===== src/rtl/cdcnr_pkg.sv =====
`timescale 1ns / 1ps
// ----------------------------------------------------------------------------
// cdcnr_pkg
// Shared widths, constants and types for the CDC notification reassembler.
// ----------------------------------------------------------------------------
package cdcnr_pkg;

  localparam int CNT_W = 17;          // byte counters and lengths
  localparam int TOT_W = CNT_W + 1;   // sum of two counters
  localparam int LEN_W = 7;           // emitted message length

  localparam logic [CNT_W-1:0] CNT_MAX   = {CNT_W{1'b1}};
  localparam logic [CNT_W-1:0] HDR_BYTES = CNT_W'(8);
  localparam logic [7:0]       REQ_TYPE  = 8'hA1;

  typedef logic [CNT_W-1:0] cnt_t;
  typedef logic [TOT_W-1:0] tot_t;
  typedef logic [LEN_W-1:0] len_t;

endpackage


===== src/rtl/cdcnr_front.sv =====
`timescale 1ns / 1ps
// ----------------------------------------------------------------------------
// cdcnr_front
// Takes fragment bytes, writes them into the store, tracks fragment and
// message counts, and posts a drain request when a notification completes.
// ----------------------------------------------------------------------------
module cdcnr_front
  import cdcnr_pkg::*;
#(
  parameter int BUF_BYTES = 64,
  localparam int AW = $clog2(BUF_BYTES)
) (
  input  logic          clk,
  input  logic          rst,
  input  logic          in_valid,
  output logic          in_stall,
  input  logic [7:0]    data_byte,
  input  logic          carries_byte,
  input  logic          frag_end,
  input  logic          hold,
  output logic          wr_en,
  output logic [AW-1:0] wr_addr,
  output logic [7:0]    wr_data,
  output logic          push,
  output len_t          push_len
);

  cnt_t       committed;
  cnt_t       expected;
  cnt_t       fcount;
  logic [7:0] hdr0;
  logic [7:0] hdr6;
  logic [7:0] hdr7;

  logic       accept;
  tot_t       pos;
  cnt_t       fcount_inc;
  cnt_t       len;
  logic [7:0] h0;
  logic [7:0] h6;
  logic [7:0] h7;
  logic       first;
  cnt_t       exp_len;
  tot_t       total;
  logic       bad_first;
  logic       short_msg;
  logic       cont;
  logic       emit;

  assign in_stall = hold;
  assign accept   = in_valid && !hold;

  assign pos        = {1'b0, committed} + {1'b0, fcount};
  assign fcount_inc = (fcount == CNT_MAX) ? fcount : fcount + cnt_t'(1);
  assign len        = carries_byte ? fcount_inc : fcount;

  assign wr_en   = accept && carries_byte && (pos < tot_t'(BUF_BYTES));
  assign wr_addr = pos[AW-1:0];
  assign wr_data = data_byte;

  // header bytes as they stand after this item
  assign h0 = (carries_byte && pos == tot_t'(0)) ? data_byte : hdr0;
  assign h6 = (carries_byte && pos == tot_t'(6)) ? data_byte : hdr6;
  assign h7 = (carries_byte && pos == tot_t'(7)) ? data_byte : hdr7;

  assign first     = (committed == '0);
  assign exp_len   = first ? (HDR_BYTES + {1'b0, h7, h6}) : expected;
  assign total     = first ? {1'b0, len} : ({1'b0, committed} + {1'b0, len});
  assign bad_first = first && ((len < HDR_BYTES) || (len > cnt_t'(BUF_BYTES)) ||
                               (h0 != REQ_TYPE));
  assign short_msg = total < {1'b0, exp_len};
  assign cont      = !bad_first && short_msg && (len != '0);
  assign emit      = !bad_first && (total == {1'b0, exp_len}) &&
                     (total <= tot_t'(BUF_BYTES));

  assign push     = accept && frag_end && emit;
  assign push_len = total[LEN_W-1:0];

  always_ff @(posedge clk) begin
    if (rst) begin
      committed <= '0;
      expected  <= '0;
      fcount    <= '0;
    end else if (accept) begin
      if (frag_end) begin
        fcount <= '0;
        if (cont) begin
          committed <= total[CNT_W-1:0];
          expected  <= exp_len;
        end else begin
          committed <= '0;
          expected  <= '0;
        end
      end else if (carries_byte) begin
        fcount <= fcount_inc;
      end
    end
  end

  always_ff @(posedge clk) begin
    if (accept) begin
      hdr0 <= h0;
      hdr6 <= h6;
      hdr7 <= h7;
    end
  end

endmodule


===== src/rtl/cdcnr_queue.sv =====
`timescale 1ns / 1ps
// ----------------------------------------------------------------------------
// cdcnr_queue
// Two-entry queue of drain requests between the front and the drain side.
// ----------------------------------------------------------------------------
module cdcnr_queue
  import cdcnr_pkg::*;
(
  input  logic clk,
  input  logic rst,
  input  logic push,
  input  len_t push_len,
  input  logic pop,
  output logic not_empty,
  output len_t pop_len
);

  localparam int DEPTH = 2;
  localparam int PW    = $clog2(DEPTH);

  len_t              entries [DEPTH];
  logic [PW-1:0]     wr_ptr;
  logic [PW-1:0]     rd_ptr;
  logic [PW:0]       count;
  logic              do_push;
  logic              do_pop;

  assign not_empty = (count != '0);
  assign pop_len   = entries[rd_ptr];
  assign do_push   = push && (count != (PW+1)'(DEPTH));
  assign do_pop    = pop && not_empty;

  always_ff @(posedge clk) begin
    if (rst) begin
      wr_ptr <= '0;
      rd_ptr <= '0;
      count  <= '0;
    end else begin
      if (do_push) begin
        wr_ptr <= wr_ptr + PW'(1);
      end
      if (do_pop) begin
        rd_ptr <= rd_ptr + PW'(1);
      end
      if (do_push && !do_pop) begin
        count <= count + (PW+1)'(1);
      end else if (do_pop && !do_push) begin
        count <= count - (PW+1)'(1);
      end
    end
  end

  always_ff @(posedge clk) begin
    if (do_push) begin
      entries[wr_ptr] <= push_len;
    end
  end

endmodule


===== src/rtl/cdcnr_drain.sv =====
`timescale 1ns / 1ps
// ----------------------------------------------------------------------------
// cdcnr_drain
// Holds the reassembly store and plays a completed notification out of it
// byte by byte, each through a registered store read and a registered output.
// ----------------------------------------------------------------------------
module cdcnr_drain
  import cdcnr_pkg::*;
#(
  parameter int BUF_BYTES = 64,
  localparam int AW = $clog2(BUF_BYTES)
) (
  input  logic          clk,
  input  logic          rst,
  input  logic          wr_en,
  input  logic [AW-1:0] wr_addr,
  input  logic [7:0]    wr_data,
  input  logic          q_valid,
  input  len_t          q_len,
  output logic          q_pop,
  output logic          busy,
  output logic          out_valid,
  input  logic          out_stall,
  output logic [7:0]    msg_byte,
  output logic          msg_last,
  output len_t          msg_length
);

  localparam logic [1:0] S_IDLE = 2'd0;
  localparam logic [1:0] S_READ = 2'd1;
  localparam logic [1:0] S_LOAD = 2'd2;

  logic [7:0]    mem [BUF_BYTES];
  logic [7:0]    rdata;
  logic [1:0]    state;
  logic [AW-1:0] idx;
  len_t          total;
  logic          last;
  logic          can_load;

  assign busy     = (state != S_IDLE);
  assign q_pop    = (state == S_IDLE) && q_valid;
  assign last     = (len_t'(idx) + len_t'(1)) == total;
  assign can_load = !out_valid || !out_stall;

  always_ff @(posedge clk) begin
    if (wr_en) begin
      mem[wr_addr] <= wr_data;
    end
    if (state == S_READ) begin
      rdata <= mem[idx];
    end
  end

  always_ff @(posedge clk) begin
    if (rst) begin
      state     <= S_IDLE;
      out_valid <= 1'b0;
    end else begin
      // load a new byte, or let a taken one go
      if (state == S_LOAD && can_load) begin
        out_valid <= 1'b1;
      end else if (!out_stall) begin
        out_valid <= 1'b0;
      end
      unique case (state)
        S_IDLE: begin
          if (q_valid) begin
            state <= S_READ;
          end
        end
        S_READ: begin
          state <= S_LOAD;
        end
        S_LOAD: begin
          if (can_load) begin
            state <= last ? S_IDLE : S_READ;
          end
        end
        default: begin
          state <= S_IDLE;
        end
      endcase
    end
  end

  always_ff @(posedge clk) begin
    if (state == S_IDLE && q_valid) begin
      total <= q_len;
      idx   <= '0;
    end
    if (state == S_LOAD && can_load) begin
      msg_byte   <= rdata;
      msg_last   <= last;
      msg_length <= total;
      idx        <= idx + AW'(1);
    end
  end

endmodule


===== src/rtl/cdc_notification_reassembler.sv =====
`timescale 1ns / 1ps
// ----------------------------------------------------------------------------
// cdc_notification_reassembler
// Rebuilds CDC class notifications from interrupt-endpoint fragments.
// ----------------------------------------------------------------------------
// Input items are single fragment bytes (or bare end marks). The front takes
// one item per cycle while no finished notification waits or drains. A message
// starts only with a fragment of 8 to BUF_BYTES bytes whose first byte is
// 0xA1; its length is 8 plus the little-endian wLength in bytes 6 and 7.
// When the counted bytes reach that length and the message fit in the
// store, it is played out one output item per byte, each carrying msg_last
// and the total msg_length. While a request waits or a message drains, in_stall
// is held high: the drain picks up the request, then for each byte does a
// registered store read and then the output register load, so a completed
// message blocks input until its last byte is loaded, longer if out_stall
// holds the output register. The store has no reset and needs no clearing
// pass; header bytes are taken from the current first fragment.
// ----------------------------------------------------------------------------
module cdc_notification_reassembler
  import cdcnr_pkg::*;
#(
  parameter int BUF_BYTES = 64
) (
  input  logic       clk,
  input  logic       rst,
  input  logic       in_valid,
  output logic       in_stall,
  input  logic [7:0] data_byte,
  input  logic       carries_byte,
  input  logic       frag_end,
  output logic       out_valid,
  input  logic       out_stall,
  output logic [7:0] msg_byte,
  output logic       msg_last,
  output logic [6:0] msg_length
);

  localparam int AW = $clog2(BUF_BYTES);

  // store write port, driven by the front
  logic          wr_en;
  logic [AW-1:0] wr_addr;
  logic [7:0]    wr_data;

  // drain requests
  logic          push;
  len_t          push_len;
  logic          q_valid;
  len_t          q_len;
  logic          q_pop;
  logic          busy;

  // the front holds off while a request waits or a drain runs, so the
  // store is never overwritten under a message being played out
  logic          hold;
  assign hold = q_valid || busy;

  cdcnr_front #(
    .BUF_BYTES (BUF_BYTES)
  ) u_front (
    .clk          (clk),
    .rst          (rst),
    .in_valid     (in_valid),
    .in_stall     (in_stall),
    .data_byte    (data_byte),
    .carries_byte (carries_byte),
    .frag_end     (frag_end),
    .hold         (hold),
    .wr_en        (wr_en),
    .wr_addr      (wr_addr),
    .wr_data      (wr_data),
    .push         (push),
    .push_len     (push_len)
  );

  cdcnr_queue u_queue (
    .clk       (clk),
    .rst       (rst),
    .push      (push),
    .push_len  (push_len),
    .pop       (q_pop),
    .not_empty (q_valid),
    .pop_len   (q_len)
  );

  cdcnr_drain #(
    .BUF_BYTES (BUF_BYTES)
  ) u_drain (
    .clk        (clk),
    .rst        (rst),
    .wr_en      (wr_en),
    .wr_addr    (wr_addr),
    .wr_data    (wr_data),
    .q_valid    (q_valid),
    .q_len      (q_len),
    .q_pop      (q_pop),
    .busy       (busy),
    .out_valid  (out_valid),
    .out_stall  (out_stall),
    .msg_byte   (msg_byte),
    .msg_last   (msg_last),
    .msg_length (msg_length)
  );

endmodule

===== config.mk =====
export PLATFORM = sky130hd
export DESIGN_NAME = cdc_notification_reassembler
export DESIGN_NICKNAME = d
export VERILOG_FILES = /design/src/rtl/cdcnr_pkg.sv /design/src/rtl/cdcnr_front.sv /design/src/rtl/cdcnr_queue.sv /design/src/rtl/cdcnr_drain.sv /design/src/rtl/cdc_notification_reassembler.sv
export SDC_FILE = /design/constraint.sdc
export NUM_CORES = 1
export LEC_CHECK = 0
export ABC_AREA = 1
export BUFFER_PORTS_ARGS = -buffer_cell sky130_fd_sc_hd__buf_2
export CAP_MARGIN = 10
export CORE_ASPECT_RATIO = 1.25
export CORE_MARGIN = 4
export CORE_UTILIZATION = 27
export DETAILED_ROUTE_END_ITERATION = 16
export PLACE_DENSITY_LB_ADDON = 0.3
export SYNTH_ARGS = -nofsm -noshare
export SYNTH_HDL_FRONTEND = slang
export SYNTH_SLANG_ARGS = --single-unit

===== constraint.sdc =====
create_clock -name clk -period 5.57 [get_ports clk]
set_clock_uncertainty 0.2 [all_clocks]
set_input_delay 0.2785 -clock clk [delete_from_list [all_inputs] [get_ports clk]]
set_output_delay 0.2785 -clock clk [all_outputs]
set_load 0.05 [all_outputs]

==> results.cfg <==
[power_and_ir_drop]
power.static_leakage_nw = 13.5
irDropWorstVdd_v = 0.000451
power_per_cell_area_mw_per_mm2 = 422

[clock_network]
cts-buffers-inserted = 73
clk-insertion-delay-late_ns = 0.61
h-tree-depth = 3
cts.reportedPaths.clkPinSlew_ns = 0.06
cts_tree = done
cts.path.max_buffers = 3
cell_at_the_root_of_the_clock_tree = clkbuf_16
clkSinkCount = 645

[synthesis]
synth-seq-cells = 645
syn_nets = 2912
syn-instance-count = 2841
ys_async_sr_fraction_pct = 0
synth_warnings = 0
synth_sequential_area_ratio_pct = 64.3
syn-mean-instance-area_sq_um = 10.3
synth.area.top_cells = edfxtp_1, nor2_1, o21ai_0
cell_area_after_technology_mapping_sq_mm = 0.0292
ys.flop_type = edfxtp_1
synth.largest_area_cell = edfxtp_1
yosys.area.top_type_share_pct = 60.3
synth.lib_cells_used.distinct = 50
edff_count_synth = 587

[placement]
post_dp_cell_area_sq_mm = 0.0329
detailed_place_hpwl_mm = 55.8
globalplace.congestion = 0.874
place_inst = 4454
placement.io_buffers = 31

[floorplanning]
boundary_pins = 32
floorplan.die.height_um = 376
die-width_um = 302
design.core.area_sq_mm = 0.107
floorplan.initialDensity_pct = 27.3
design.die.area_sq_mm = 0.114
fp-row-count = 134

[finish]
final-instance-count-excl-fill = 4642
synthToLayoutAreaGrowth_pct = 24.7
final_nets = 3236
layout.cell_area.non_filler_sq_mm = 0.0364
finalCoreUtilization_pct = 34.0
drive_gt1_share_pct = 20.3
num_antenna_cells = 0

[timing]
rsz0062_at_grt = yes
setup_viol = 0
fin_max_slew_vios = 0
worst_pin_slew_ns = 1.02
fmaxAchievable_ghz = 0.185
finalCritPeriodShare_pct = 97.0
fin_crit_ns = 5.40
maxSlewHeadroom_pct = 31.8
finalSetupTns_ns = 0
hold_viol_final = 0
hold_ws_ns = 0.0316

[worst_setup_path]
arrival_ns = 5.71
crit_path_end_kind = register
startpoint_type = register
critical_path.max_fanout = 6
critical-path-slowest-cell = dfxtp_4
timing.critical_path.required_ns = 5.87
critPathMostFrequentCell = buf_4
worst-setup-path-type = reg2reg
critical-path-max-stage-delay_ns = 0.37

[detailed_routing]
vias_after_detailed_routing = 22000
route.final.wire_length_mm = 88.9
routedWlPerCell_um = 19.2
ant_nets = 0
dr.pass1.iters = 6
drc = 0
detail_route.vias_per_cell = 4.74
drtIter0Drc = 1612

[run]
maxCapViolations = 0

[grt]
grt.overflow.total = 0
grt_first_pass_wirelength_mm = 133
grt_pass1_vias = 21300
initial_antenna_violation_count = 1
maximum_number_of_pins_on_one_net_before_global_route_repair = 214
globalRouteTotalUtil_pct = 15.2

[status]
status = complete, no violations

[worst_hold_path]
kind_of_path_behind_the_tightest_hold_check = in2reg
## state kept, by name (all words and copies together), names as in the netlist
register / flops
u_drain.idx: 6
u_drain.mem: 512
u_drain.msg_byte: 8
u_drain.msg_last: 1
u_drain.msg_length: 7
u_drain.out_valid: 1
u_drain.rdata: 8
u_drain.state: 2
u_drain.total: 7
u_front.committed: 17
u_front.expected: 17
u_front.fcount: 17
u_front.hdr0: 8
u_front.hdr6: 8
u_front.hdr7: 8
u_queue.count: 2
u_queue.entries: 14
u_queue.rd_ptr: 1
u_queue.wr_ptr: 1
## cell usage in the layout (no fill, tap or decap), types with 12 or more instances in the layout
master	instances
a21oi_1	55
buf_2	31
buf_4	325
buf_6	12
clkbuf_1	22
clkbuf_16	75
clkinv_1	13
dfxtp_1	46
edfxtp_1	587
ha_1	36
ha_4	16
inv_1	186
nand2_1	387
nand2_2	34
nand2_4	13
nand3_1	85
nand3_2	14
nand4_1	22
nor2_1	517
nor2_2	13
nor2_4	12
nor3_1	13
o21ai_0	341
o21ai_1	13
o22ai_1	147
o32ai_1	33
xor2_1	18
## what timing repair did
action                                  CTS  global route
endpoints found under the hold margin    35             0
hold buffers                              7             0
gates resized for setup                  29           173
endpoints found under the setup margin    9            51
pin swaps                                17            62
buffers inserted                         45            12
gates cloned                              0             1
## where the power goes
group	switching [mW]	internal, mW	total [mW]
Sequential	0.160	5.58	5.74
Combinational	3.52	1.62	5.14
Clock	1.94	2.55	4.49
Total	5.62	9.75	15.4
## per-stage QoR
stage	power (mW)	worst slack (ns)
after CTS	15.4	0.00776
after detailed placement	10.6	-0.223
after global placement	10.6	-0.251
after floorplan	8.77	0.00380
after global routing	16.2	-0.134
final	15.4	0.166
## kinds of logic after synthesis
kind of cell,after synthesis,synth area share [%]
buf+inv,339,4.41
simple gates,1149,16.0
xor+xnor,30,0.925
fa+ha+maj,57,2.49
flops,645,64.3
compound gates,621,11.9
## metal layers
layer / part of all wire [%] / vias up / GRT usage (%)
met5: 0 / - / 0
met2: 49 / 489 / 25.8
met4: 3.1 / 0 / 5.20
li1: - / 10600 / -
met1: 44 / 10700 / 20.2
met3: 4.1 / 133 / 1.74
## critical path: cells and delay by family, from the launching register on
family / cells / cell delay (ns)
AND/OR/NAND/NOR: 17 / 1.45
flip-flops: 1 / 0.37
buffers and inverters: 24 / 2.71
adder cells (fa/ha/maj): 2 / 0.50
AO/OA/AOI/OAI: 1 / 0.06
## synthesized netlist by cell type (2+ instances only)
cell,number
a21o_1,4
a21oi_1,66
a31oi_1,2
buf_1,4
buf_2,4
clkbuf_1,125
clkinv_1,5
dfxtp_1,58
edfxtp_1,587
fa_1,2
ha_1,55
inv_1,198
nand2_1,431
nand2_2,3
nand3_1,103
nand3_2,2
nand3b_1,8
nand4_1,22
nor2_1,535
nor2_2,3
nor2_4,4
nor3_1,20
nor4_1,2
o211ai_1,2
o21ai_0,351
o21ai_1,7
o22ai_1,147
o32ai_1,33
or2_2,10
xnor2_1,11
xor2_1,18
## final timing paths
path | start | slack, ns | endpoint | cells after the start
min reg2reg | u_drain.rdata[2] | 0.22 | u_drain.msg_byte[2] | 0
max reg2reg | u_front.fcount[0] | 0.17 | u_front.expected[9] | 44
max | u_front.fcount[0] | 0.17 | u_front.expected[9] | 44
min | frag_end | 0.03 | u_front.fcount[14] | 5
## final cells by class
type	count	area [sq um]
clock buffer	96	1930
clock inverter	28	246
fill	10800	70700
inverter	204	778
multi-input combinational	1857	9900
sequential	645	18800
tap	1428	1790
timing repair buffer	384	2980
Power figures use the tool's default switching activity.
